## config.mk

```make
export PLATFORM = sky130hd
export DESIGN_NAME = spi_queue
export DESIGN_NICKNAME = d
export VERILOG_FILES = /design/src/rtl/core/spi_pkg.sv /design/src/rtl/core/spi_queue.sv
export SDC_FILE = /design/constraint.sdc
export NUM_CORES = 1
export LEC_CHECK = 0
export ABC_CLOCK_PERIOD_IN_PS = 6600
export BUFFER_PORTS_ARGS = -buffer_cell sky130_fd_sc_hd__buf_2
export CAP_MARGIN = 10
export CORE_AREA = 2 2 238 240
export DETAILED_ROUTE_END_ITERATION = 7
export DIE_AREA = 0 0 240 242
export PLACE_DENSITY = 0.68
export SYNTH_ARGS = -nofsm -noshare
export SYNTH_HDL_FRONTEND = slang
export SYNTH_SLANG_ARGS = --single-unit
```

## constraint.sdc

```tcl
create_clock -name clk -period 6.6 [get_ports clk]
set_input_delay 0.33 -clock clk [delete_from_list [all_inputs] [get_ports clk]]
set_output_delay 0.33 -clock clk [all_outputs]
set_load 0.02 [all_outputs]
```

## src/rtl/core/spi_pkg.sv

```systemverilog
`timescale 1ns / 1ps
package spi_pkg;

	// input and derived widths
	localparam int CB   = 12;           // coordinate bits
	localparam int FB   = 8;            // fraction bits of the result
	localparam int OB   = 24;           // result coordinate bits
	localparam int DB   = CB + 1;       // coordinate difference
	localparam int PB   = 2 * DB;       // product of two differences
	localparam int DETB = PB + 1;       // determinant and numerators
	localparam int NB   = CB + DETB + FB; // scaled dividend
	localparam int QB   = OB;           // quotient bits kept before saturation
	localparam int WB   = DETB + QB;    // divider working width
	localparam int VB   = OB + 2;       // rounded value before saturation

	localparam int QDEPTH = 4;
	localparam int QAW    = 2;

	localparam logic signed [VB-1:0] OUT_HI = VB'((1 <<< (OB - 1)) - 1);
	localparam logic signed [VB-1:0] OUT_LO = -OUT_HI - VB'(1);

	typedef struct packed {
		logic signed [CB-1:0] ax1;
		logic signed [CB-1:0] ay1;
		logic signed [CB-1:0] ax2;
		logic signed [CB-1:0] ay2;
		logic signed [CB-1:0] bx1;
		logic signed [CB-1:0] by1;
		logic signed [CB-1:0] bx2;
		logic signed [CB-1:0] by2;
	} spi_seg_t;

	// classified item handed from front to back
	typedef struct packed {
		logic                 par;
		logic                 oa;
		logic                 ob;
		logic                 negx;
		logic                 negy;
		logic signed [CB-1:0] basex;
		logic signed [CB-1:0] basey;
		logic [DETB-1:0]      d;
		logic [NB-1:0]        nx;
		logic [NB-1:0]        ny;
	} spi_mid_t;

	// divider stage contents
	typedef struct packed {
		logic                 par;
		logic                 oa;
		logic                 ob;
		logic                 negx;
		logic                 negy;
		logic                 bigx;
		logic                 bigy;
		logic signed [CB-1:0] basex;
		logic signed [CB-1:0] basey;
		logic [DETB-1:0]      d;
		logic [WB-1:0]        remx;
		logic [WB-1:0]        remy;
		logic [QB-1:0]        qx;
		logic [QB-1:0]        qy;
	} spi_div_t;

	typedef struct packed {
		logic [OB-1:0] val;
		logic          clip;
	} spi_coord_t;

	// one restoring step for quotient bit i
	function automatic spi_div_t spi_div_step(spi_div_t s, int unsigned i);
		logic [WB-1:0] sh;
		spi_div_t      r;
		sh = WB'(s.d) << i;
		r = s;
		if (s.remx >= sh) begin
			r.remx = s.remx - sh;
			r.qx = s.qx | (QB'(1) << i);
		end
		if (s.remy >= sh) begin
			r.remy = s.remy - sh;
			r.qy = s.qy | (QB'(1) << i);
		end
		return r;
	endfunction

	// round to nearest (ties up), add base, saturate
	function automatic spi_coord_t spi_coord(logic neg, logic big,
			logic signed [CB-1:0] base, logic [QB-1:0] q,
			logic [DETB-1:0] r, logic [DETB-1:0] d);
		logic [DETB:0]          r2;
		logic                   up;
		logic signed [VB-1:0]   mag;
		logic signed [VB-1:0]   v;
		spi_coord_t             res;
		r2 = {r, 1'b0};
		up = neg ? (r2 > {1'b0, d}) : (r2 >= {1'b0, d});
		mag = $signed(VB'(q)) + $signed(VB'(up));
		v = (VB'(base) <<< FB) + (neg ? -mag : mag);
		res.clip = 1'b0;
		res.val = v[OB-1:0];
		if (big) begin
			res.clip = 1'b1;
			res.val = neg ? OUT_LO[OB-1:0] : OUT_HI[OB-1:0];
		end else if (v > OUT_HI) begin
			res.clip = 1'b1;
			res.val = OUT_HI[OB-1:0];
		end else if (v < OUT_LO) begin
			res.clip = 1'b1;
			res.val = OUT_LO[OB-1:0];
		end
		return res;
	endfunction

endpackage

```

## src/rtl/core/spi_queue.sv

```systemverilog
`timescale 1ns / 1ps
module spi_queue (
	input  logic              clk,
	input  logic              arst_n,
	input  logic              push,
	output logic              full,
	input  spi_pkg::spi_mid_t din,
	input  logic              pop,
	output logic              empty,
	output spi_pkg::spi_mid_t dout
);
	import spi_pkg::*;

	spi_mid_t       mem_q [QDEPTH];
	logic [QAW-1:0] wptr_q, rptr_q;
	logic [QAW:0]   cnt_q;
	logic           do_push, do_pop;

	assign full    = (cnt_q == (QAW+1)'(QDEPTH));
	assign empty   = (cnt_q == '0);
	assign do_push = push && !full;
	assign do_pop  = pop && !empty;
	assign dout    = mem_q[rptr_q];

	// pointers and fill count
	always_ff @(posedge clk or negedge arst_n) begin
		if (!arst_n) begin
			wptr_q <= '0;
			rptr_q <= '0;
			cnt_q  <= '0;
		end else begin
			if (do_push) wptr_q <= wptr_q + QAW'(1);
			if (do_pop) rptr_q <= rptr_q + QAW'(1);
			if (do_push && !do_pop) cnt_q <= cnt_q + (QAW+1)'(1);
			else if (do_pop && !do_push) cnt_q <= cnt_q - (QAW+1)'(1);
		end
	end

	// storage
	always_ff @(posedge clk) begin
		if (do_push) mem_q[wptr_q] <= din;
	end

endmodule

```

==> impl_metrics.yaml, run 1 <==
run_status:
  outcome: "completed"
grt:
  gr-usage-all-layers: 0.151
  largest_net_degree_at_the_start_of_global_routing: 151
  globalRoute.totalOverflow: 0
  first_global_vias: 11400
  grt_first_pass_wirelength_mm: 66.6
  antenna_found_initial: 7
critical_path:
  crit_path_max_incr_delay_ps: 870
  regToRegEndpoint: "mem_q[2][145]"
  timing.critical_path.fanout_max: 63
  setup.worst_path.start_class: "register"
  setup.reg_to_reg.worst_slack_ps: 3900
  worstPathArrival_ps: 2850
  setup.worst_path.class: "register to output port"
  critical_path.endpoint_type: "output port"
  r2r_start: "cnt_q[2]"
  cp_data_required_time_ps: 6270
  rr_worst_depth: 5
  critical_path.slowest_cell: "dfrtp_4"
  timing.critical_path.cells: "buf_12, mux4_2, buf_2"
synth:
  synth.yosys.warnings: 0
  synth-seq-area-share: 0.826
  yosys_register_bits: 607
  synthesis.instances: 820
  ys_types: 19
  synth.net_count: 980
  synth.avg_cell_area_um2: 26.9
  synth_area_um2: 22000
clock_network:
  ctsLongestPathBuffers: 3
  post_cts.resized_instances: 0
  htree_depth: 2
  clockRootBuffer: "clkbuf_16"
  cts_inserted_buffers: 60
  tritoncts_clock_tree: "done"
  clock_edge_transition_at_the_registers_on_the_reported_setup_and_hold_paths_ps: 60
  cts.sink_count: 607
  clock_latency_ps: 590
pwr:
  power.ir.vdd_worst_mv: 0.333
  switchingPower_mw: 3.95
  power_per_cell_area_nw_per_um2: 450
  power_report.internal_total_mw: 8.60
  sw_frac_of_total: 0.315
  p_comb_frac: 0.309
  power.static_leakage_nw: 9.52
  sequentialPowerShare: 0.427
  clock_power_share: 0.264
timing:
  setup_viol: 0
  finalCriticalPeriod_ps: 3180
  timing.fmax_mhz: 315
  totalNegativeSetupSlack_ps: 0
  drv_slew: 0
  worst_pin_slew_ps: 1030
  finalHoldViolCount: 0
  relative_slew_margins: 0.315
  rsz0062_at_grt: "false"
  post-route-period-util: 0.482
  timing.clock.skew_ps: 10.7
routing:
  drc: 0
  vias: 10300
  drtAntennaViolNets: 0
  drt_pre_antenna_iters: 5
  postRouteWirelength_mm: 43.8
  drt_iter0_drc: 591
  vias_per_cell: 4.86
  routed_wirelength_normalized_by_instance_count_um: 20.6
min_path:
  timing.hold.worst.class: "primary input to register"
  hold_depth: 3
  min-delay-start: "pop"
  worstHoldEndpoint: "rptr_q[1]"
place:
  final_estimated_routing_congestion_in_global_placement: 0.678
  post-dp-hpwl_mm: 24.2
  place.port_buffers: 305
final_layout:
  layout.core_utilization: 0.501
  flow.area_growth_from_synthesis_pct: 26.7
  leading_cell_types_in_the_layout_fill_and_taps_excluded: "600 x edfxtp_1, 305 x buf_2, 151 x dlygate4sd3_1"
  finalNetCount: 1475
  drive_above_1_share: 0.415
  most_common_library_cell_in_the_layout_ignoring_fill_and_taps: "edfxtp_1"
floorplan:
  fp.dieArea_um2: 58100
  die_w_um: 240
  die_height_um: 242
  std_cell_core_area_um2: 55700
  ios: 306
  floorplan.initialDensity: 0.395
  std_cell_rows: 87
job:
  max-cap-violations: 0
## synth_stat cells, drive strengths merged
master | n | area [um2]
nor2b | 1 | 6.26
inv | 4 | 15.0
nand2 | 1 | 3.75
and2 | 4 | 25.0
fa | 1 | 20.0
buf | 29 | 208
or3 | 1 | 6.26
nor3b | 1 | 7.51
nand3 | 1 | 5.00
xor2 | 2 | 17.5
nor2 | 1 | 3.75
mux4 | 150 | 3380
mux2 | 2 | 22.5
ha | 5 | 62.6
edfxtp | 600 | 18000
clkbuf | 6 | 22.5
xnor2 | 4 | 35.0
dfrtp | 7 | 175
## power groups by stage
stage	registers [mW]	clock network, mW	logic (mW)
detailed placement	5.45	0	3.91
finish	5.35	3.32	3.88
CTS	5.37	3.41	3.99
floorplan	5.39	0	2.75
global route	5.43	3.56	4.15
global placement	5.40	0	3.89
## metal layers
metal / global-route usage / wire (um) / vias up
li1: - / - / 4562
met1: 0.184 / 17400 / 5384
met2: 0.263 / 22500 / 287
met3: 0.0446 / 2940 / 70
met4: 0.0415 / 927 / 8
met5: 0 / 55 / -
## through the flow
step | area [um2] | setup WS, ps | total power, mW | std cells | hold slack, ps
3_3_place_gp | 24400 | 3850 | 9.29 | 1858 | 186
3_5_place_dp | 24400 | 3810 | 9.36 | 1858 | 198
2_1_floorplan | 22000 | 1760 | 8.14 | 820 | 34.4
5_1_grt | 27900 | 3180 | 13.1 | 2122 | 43.1
4_1_cts | 27900 | 3280 | 12.8 | 2120 | 14.5
6_report | 27900 | 3420 | 12.5 | 2123 | 55.0
## timing repair
| action | in CTS | in global routing |
|---|---|---|
| hold buffers | 151 | 0 |
| setup endpoints to repair | 0 | 0 |
| setup buffers | 0 | 0 |
| endpoints found under the hold margin | 607 | 0 |
## cell type report
| class | count | area [um2] |
|---|---|---|
| well taps | 756 | 946 |
| diodes | 3 | 7.51 |
| inverters | 4 | 15.0 |
| multi-input cells | 174 | 3600 |
| clock inverters | 35 | 322 |
| repair buffers | 468 | 3190 |
| clock buffers | 76 | 1620 |
| flip-flops and latches | 607 | 18200 |
| fillers | 4456 | 27800 |
## cell families after synthesis
kind of cell / share of synthesized area
simple gates: 0.00261
buf+inv: 0.0111
flops: 0.826
mux: 0.154
fa+ha+maj: 0.00375
xor+xnor: 0.00239
## flip-flops by register name, indices dropped and copies added, names as in the netlist
| name | count |
|---|---|
| rptr_q | 2 |
| mem_q | 600 |
| cnt_q | 3 |
| wptr_q | 2 |
## worst max-delay path: cells and delay by family (launching register included)
kind / cells / cell delay, ps
flops: 1 / 870
buf+inv: 2 / 640
mux: 1 / 610
## worst max-delay path by stage
stage	startpoint	slack, ps	endpoint
CTS	rptr_q[0]	3280	dout[69]
finish	rptr_q[0]	3420	dout[69]
global route	rptr_q[0]	3180	dout[69]
global placement	cnt_q[2]	3850	mem_q[2][149]
detailed placement	cnt_q[2]	3810	mem_q[2][26]
floorplan	cnt_q[2]	1760	mem_q[0][0]
No activity file was read; power rests on OpenSTA's default activity.
==> run 2: changes to the inputs <==
--- a/config.mk
+++ b/config.mk
@@ -5,13 +5,13 @@
 export SDC_FILE = /design/constraint.sdc
 export NUM_CORES = 1
 export LEC_CHECK = 0
-export ABC_CLOCK_PERIOD_IN_PS = 6600
+export ABC_CLOCK_PERIOD_IN_PS = 2800
 export BUFFER_PORTS_ARGS = -buffer_cell sky130_fd_sc_hd__buf_2
 export CAP_MARGIN = 10
 export CORE_AREA = 2 2 238 240
 export DETAILED_ROUTE_END_ITERATION = 7
 export DIE_AREA = 0 0 240 242
-export PLACE_DENSITY = 0.68
+export PLACE_DENSITY = 0.7
 export SYNTH_ARGS = -nofsm -noshare
 export SYNTH_HDL_FRONTEND = slang
 export SYNTH_SLANG_ARGS = --single-unit
==> constraint.sdc (replaced) <==
create_clock -name clk -period 2.8 [get_ports clk]
set_input_delay 0.14 -clock clk [delete_from_list [all_inputs] [get_ports clk]]
set_output_delay 0.14 -clock clk [all_outputs]
set_load 0.02 [all_outputs]
==> run 2 against run 1 <==
  * Hold slack better by 230 ps
  * Die area stayed put
  * Non-clock buffer count is 22 higher
  * Sequential power is 130% higher
  * Via count is 2.0% higher
  * First-iteration DRC count is 3.0% lower
  * Register-to-register slack worse by 3300 ps
  * Global-route usage is 0.72 points higher
  * Cell area is 1.4% higher
  * Largest power group unchanged
==> impl_metrics.yaml, run 2 (synthesis results as in run 1) <==
clock_network:
  post_cts.resized_instances: 0
  clock_edge_transition_at_the_registers_on_the_reported_setup_and_hold_paths_ps: 60
  htree_depth: 2
  clockRootBuffer: "clkbuf_16"
  ctsLongestPathBuffers: 3
  cts_inserted_buffers: 61
  cts.sink_count: 607
  clock_latency_ps: 610
  tritoncts_clock_tree: "done"
grt:
  met1_usage: 0.201
  globalRoute.busiestLayer: "met2"
  grt_first_pass_wirelength_mm: 69.4
  gr-usage-all-layers: 0.159
  grtUsageMet2: 0.265
  largest_net_degree_at_the_start_of_global_routing: 80
  gr-usage-met3: 0.0460
  first_global_vias: 11600
  antenna_found_initial: 6
  globalRoute.totalOverflow: 0
pwr:
  switchingPower_mw: 9.47
  power.ir.vdd_worst_mv: 0.746
  clock_power_share: 0.272
  power_per_cell_area_nw_per_um2: 1070
  power_report.internal_total_mw: 20.8
  sw_frac_of_total: 0.313
  power.static_leakage_nw: 9.71
  p_comb_frac: 0.319
  sequentialPowerShare: 0.409
final_layout:
  filler_cell_count: 4403
  biggestRegsByFlops: "mem_q (600), cnt_q (3)"
  largest_register_ffs: 600
  finalNetCount: 1498
  most_common_library_cell_in_the_layout_ignoring_fill_and_taps: "edfxtp_1"
  flow.area_growth_from_synthesis_pct: 28.4
  registers.top_by_ff_count: "mem_q"
  leading_cell_types_in_the_layout_fill_and_taps_excluded: "600 x edfxtp_1, 305 x buf_2, 154 x dlygate4sd3_1"
  drive_above_1_share: 0.418
timing:
  post-route-period-util: 0.936
  timing.final.ws_setup_ps: 178
  finalHoldViolCount: 0
  setup_viol: 0
  timing.clock.skew_ps: 23.7
  timing.fmax_mhz: 381
  final.hold.worst_slack_ps: 281
  totalNegativeSetupSlack_ps: 0
  finalCriticalPeriod_ps: 2620
  drv_slew: 0
  relative_slew_margins: 0.571
  worst_pin_slew_ps: 643
  rsz0062_at_grt: "false"
run_status:
  outcome: "completed"
routing:
  routed_wirelength_normalized_by_instance_count_um: 21.2
  drt_pre_antenna_iters: 4
  postRouteWirelength_mm: 45.6
  vias_per_cell: 4.90
  drt_iter0_drc: 573
  vias: 10500
  drc: 0
  drtAntennaViolNets: 0
critical_path:
  worstPathArrival_ps: 2480
  critical_path.endpoint_type: "output port"
  setup.worst_path.class: "register to output port"
  setup.reg_to_reg.worst_slack_ps: 610
  setup.worst_path.start_class: "register"
  cp_data_required_time_ps: 2660
  timing.critical_path.fanout_max: 73
place:
  final_estimated_routing_congestion_in_global_placement: 0.724
  post-dp-hpwl_mm: 26.3
  dp_worst_setup_slack_ps: 615
  place.port_buffers: 305
floorplan:
  std_cell_rows: 87
  floorplan.initialDensity: 0.395
  std_cell_core_area_um2: 55700
  ios: 306
  fp.dieArea_um2: 58100
  die_height_um: 242
  die_w_um: 240
min_path:
  timing.hold.worst.class: "primary input to register"
job:
  max-cap-violations: 0
==> run 2: cell count changes in the layout (fill, tap and decap cells not counted), sizes merged <==
cell	before	now
buf	317	336
bufinv	5	9
clkinvlp	4	1
dlygate4sd3	151	154
inv	6	8
diode	3	2
==> run 2: worst max-delay path: stages, from the launching register on <==
cell and delay, ps:
dfrtp_4 510, buf_12 480, mux4_2 610, buf_2 180
==> run 2: final cells by class <==
cell class	instances	area (um2)	area share
clock inverter	38	415	0.0147
sequential	607	18200	0.643
clock buffer	76	1630	0.0575
multi-input combinational	174	3600	0.127
antenna	2	5.00	0.000177
tap	756	946	0.0334
inverter	4	15.0	0.000531
timing repair buffer	490	3480	0.123
==> run 2: worst paths after layout <==
| path | startpoint | end | cells after the start |
|---|---|---|---|
| worst max-delay path | rptr_q[0] | dout[35] | 3 |
| worst min-delay path | din[52] | mem_q[0][52] | 2 |
| worst max register to register | cnt_q[0] | cnt_q[2] | 8 |
| worst min register to register | cnt_q[2] | cnt_q[2] | 1 |
| max in group asynchronous | arst_n | rptr_q[0] | 3 |
| min in group asynchronous | arst_n | cnt_q[0] | 3 |
==> run 2: repair_timing <==
item / in CTS / in global routing
hold buffers: 154 / 0
buffers inserted: 0 / 0
endpoints found under the hold margin: 610 / 0
==> run 2: stage by stage <==
step	power [mW]	cell area, um2	instances	utilization
6_report	30.3	28300	2147	0.508
5_1_grt	31.7	28300	2147	0.508
4_1_cts	30.8	28300	2145	0.507
3_5_place_dp	22.3	24700	1877	0.443
3_3_place_gp	22.1	24700	1877	0.443
2_1_floorplan	19.0	22000	820	-
==> run 2: power by group through the flow <==
stage                     registers [mW]  logic, mW  clock network (mW)
after floorplan                     12.5       6.49                   0
after global placement              12.5       9.67                   0
after detailed placement            12.6       9.72                   0
after CTS                           12.4       9.93                8.48
after global routing                12.5       10.4                8.81
final                               12.4       9.67                8.25
==> run 2: routing by layer <==
metal  part of all wire  vias to the layer above  wire [um]
met5             0.0011                        -         48
met3              0.068                       81       3090
met2               0.50                      300      22900
met1               0.40                     5505      18400
met4              0.024                        8       1100
li1                   -                     4619          -
==> run 3: changes to the inputs <==
--- a/config.mk
+++ b/config.mk
@@ -5,12 +5,13 @@
 export SDC_FILE = /design/constraint.sdc
 export NUM_CORES = 1
 export LEC_CHECK = 0
+export ABC_AREA = 1
 export ABC_CLOCK_PERIOD_IN_PS = 2800
 export BUFFER_PORTS_ARGS = -buffer_cell sky130_fd_sc_hd__buf_2
 export CAP_MARGIN = 10
-export CORE_AREA = 2 2 238 240
+export CORE_AREA = 2 2 250 252
 export DETAILED_ROUTE_END_ITERATION = 7
-export DIE_AREA = 0 0 240 242
+export DIE_AREA = 0 0 252 254
 export PLACE_DENSITY = 0.7
 export SYNTH_ARGS = -nofsm -noshare
 export SYNTH_HDL_FRONTEND = slang
==> run 3 against run 2 <==
  * Worst setup slack better by 43 ps
  * Die area is 10% higher
  * Synthesized cell count rose by 120%
  * Combinational power grew 20%
  * Cell area rose by 7.6%
  * Sequential share of layout area fell by 4.5 points
  * Power grew 9.0%
  * Via count grew 44%
  * Flip-flop and latch count stayed put
  * Critical path type unchanged
  * Largest cell class unchanged
==> impl_metrics.yaml, run 3 <==
final_layout:
  most_common_library_cell_in_the_layout_ignoring_fill_and_taps: "edfxtp_1"
  flow.area_growth_from_synthesis_pct: 24.7
  drive_above_1_share: 0.191
  registers.top_by_ff_count: "mem_q"
  layout.core_utilization: 0.497
  biggestRegsByFlops: "mem_q (600), cnt_q (3)"
  largest_register_ffs: 600
  finalNetCount: 2427
  leading_cell_types_in_the_layout_fill_and_taps_excluded: "600 x edfxtp_1, 467 x nand2_1, 315 x inv_1"
  design_area_um2: 30400
synth:
  netlist.area_leader.share: 0.738
  synthesis.instances: 1811
  synth_area_um2: 24400
  yosys_register_bits: 607
  synth.top_cells.by_count: "600 x edfxtp_1, 468 x nand2_1, 315 x inv_1"
  netlist_top_cells_area: "edfxtp_1 74%, o211ai_1 9.2%, nand2_1 7.2%"
  postSynth.topFlopCell: "edfxtp_1"
  synth-seq-area-share: 0.746
  synth.net_count: 1971
  synth.avg_cell_area_um2: 13.5
  synth_edf_count: 600
  synth_top_cell_by_area: "edfxtp_1"
  synth.yosys.warnings: 0
  synth_most_common_cell: "edfxtp_1"
  ys_types: 17
  synth-async-reset-ratio: 0.0115
floorplan:
  floorplan.initialDensity: 0.398
  die_w_um: 252
  ios: 306
  std_cell_rows: 91
  die_height_um: 254
  fp.dieArea_um2: 64000
  std_cell_core_area_um2: 61300
place:
  place.port_buffers: 305
  postPlaceCellArea_um2: 26600
  post-dp-hpwl_mm: 29.4
  final_estimated_routing_congestion_in_global_placement: 0.777
timing:
  rsz0062_at_grt: "false"
  finalHoldViolCount: 0
  timing.fmax_mhz: 388
  drv_slew: 0
  relative_slew_margins: 0.415
  timing.clock.skew_ps: 22.1
  setup_viol: 0
  finalCriticalPeriod_ps: 2580
  worst_pin_slew_ps: 877
  post-route-period-util: 0.921
critical_path:
  critical_path.endpoint_type: "output port"
  timing.critical_path.cells: "clkinv_16, buf_4, nand2_1, o211ai_1, nand2_1, buf_2"
  cp-startpoint: "rptr_q[0]"
  worstPathArrival_ps: 2440
  setup.worst_path.class: "register to output port"
  crit_path_max_incr_delay_ps: 590
  cp_data_required_time_ps: 2660
  r2r_start: "cnt_q[0]"
  setup.worst_path.start_class: "register"
  regToRegEndpoint: "mem_q[3][69]"
  setup.reg_to_reg.worst_slack_ps: 860
  critPathMostFrequentCell: "nand2_1"
  rr_worst_depth: 5
  timing.critical_path.fanout_max: 98
  critical_path.slowest_cell: "dfrtp_2"
grt:
  gr-usage-all-layers: 0.164
  largest_net_degree_at_the_start_of_global_routing: 197
  grtUsageMet2: 0.280
  gr-usage-met3: 0.0436
  globalRoute.totalOverflow: 0
  grt_first_pass_wirelength_mm: 81.3
  first_global_vias: 15100
  globalRoute.busiestLayer: "met2"
  antenna_found_initial: 7
  met1_usage: 0.200
routing:
  drc: 0
  drt_iter0_drc: 892
  drt_pre_antenna_iters: 5
  drtAntennaViolNets: 0
  vias: 15200
  vias_per_cell: 4.88
  postRouteWirelength_mm: 53.9
  routed_wirelength_normalized_by_instance_count_um: 17.3
run_status:
  outcome: "completed"
min_path:
  worstHoldEndpoint: "mem_q[2][3]"
  hold_depth: 2
  timing.hold.worst.class: "primary input to register"
  min-delay-start: "din[3]"
job:
  max-cap-violations: 0
clock_network:
  clockRootBuffer: "clkbuf_16"
  htree_depth: 3
  cts_inserted_buffers: 66
  cts_post_setup_buffers_inserted: 0
  clock_edge_transition_at_the_registers_on_the_reported_setup_and_hold_paths_ps: 60
  clock_latency_ps: 600
  cts.sink_count: 607
  ctsLongestPathBuffers: 3
  tritoncts_clock_tree: "done"
pwr:
  power.static_leakage_nw: 12.2
  power_per_cell_area_nw_per_um2: 1090
  power.ir.vdd_worst_mv: 0.817
[run 3: cell count changes after synthesis, moves of 4 or more]
cell	change
nand3_1	+6
inv_1	+311
o211ai_1	+300
nand2_1	+467
mux4_2	-150
buf_4	+6
buf_6	+47
and2_1	-4
clkbuf_1	+9
[run 3: worst max path at each step]
stage | to | slack (ps)
finish | dout[35] | 220
floorplan | mem_q[0][0] | -540
global route | dout[53] | 80
detailed placement | dout[37] | 760
global placement | dout[11] | 790
CTS | dout[35] | 60
[run 3: layer usage]
| metal | up-vias | routed length [um] |
|---|---|---|
| met3 | 114 | 3370 |
| met2 | 423 | 26500 |
| met5 | - | 42 |
| met1 | 7367 | 22500 |
| met4 | 8 | 1530 |
| li1 | 7270 | - |
[run 3: what timing repair did]
| action | CTS | global route |
|---|---|---|
| resized for setup | 0 | 2 |
| endpoints found under the hold margin | 611 | 0 |
| endpoints found under the setup margin | 0 | 65 |
| hold buffers | 154 | 0 |
[run 3: logic make-up (layout without fill, tap and decap cells)]
logic type / count (synthesis) / after routing / share of synthesized area
simple gates: 480 / 480 / 0.0743
compound gates: 301 / 301 / 0.0925
flops: 607 / 607 / 0.746
fa+ha+maj: 6 / 6 / 0.00338
other cells: 0 / 3 / 0
buf+inv: 416 / 920 / 0.0837
xor+xnor: 1 / 1 / 0.000359
[run 3: per-stage QoR]
stage | worst slack [ps] | setup TNS [ps] | instances | power, mW | hold WS, ps
2_1_floorplan | -537 | -313700 | 1811 | 20.6 | -156
3_3_place_gp | 790 | 0 | 2834 | 23.7 | -2.65
3_5_place_dp | 764 | 0 | 2834 | 24.0 | -4.71
4_1_cts | 55.4 | 0 | 3104 | 33.3 | 243
5_1_grt | 81.0 | 0 | 3108 | 34.8 | 256
6_report | 222 | 0 | 3108 | 33.0 | 292
[run 3: critical path, delay by kind of cell (launching register included)]
family | cells | cell delay, ps
AO/OA/AOI/OAI | 1 | 90
AND/OR/NAND/NOR | 2 | 220
flip-flops | 1 | 590
buffers and inverters | 3 | 820
[run 3: area by class of cell]
| cell class | count | area (um2) |
|---|---|---|
| timing repair inverter | 1 | 11.3 |
| inverter | 317 | 1220 |
| multi-input combinational | 788 | 4200 |
| sequential | 607 | 18200 |
| tap | 790 | 988 |
| antenna | 3 | 7.51 |
| clock inverter | 36 | 509 |
| fill | 5112 | 30800 |
| clock buffer | 80 | 1770 |
| timing repair buffer | 486 | 3520 |
[run 3: report_power, final]
part | internal (mW) | total [mW] | switching, mW
Clock | 5.53 | 9.05 | 3.52
Combinational | 3.44 | 11.6 | 8.17
Sequential | 11.9 | 12.4 | 0.425
Total | 20.9 | 33.0 | 12.1
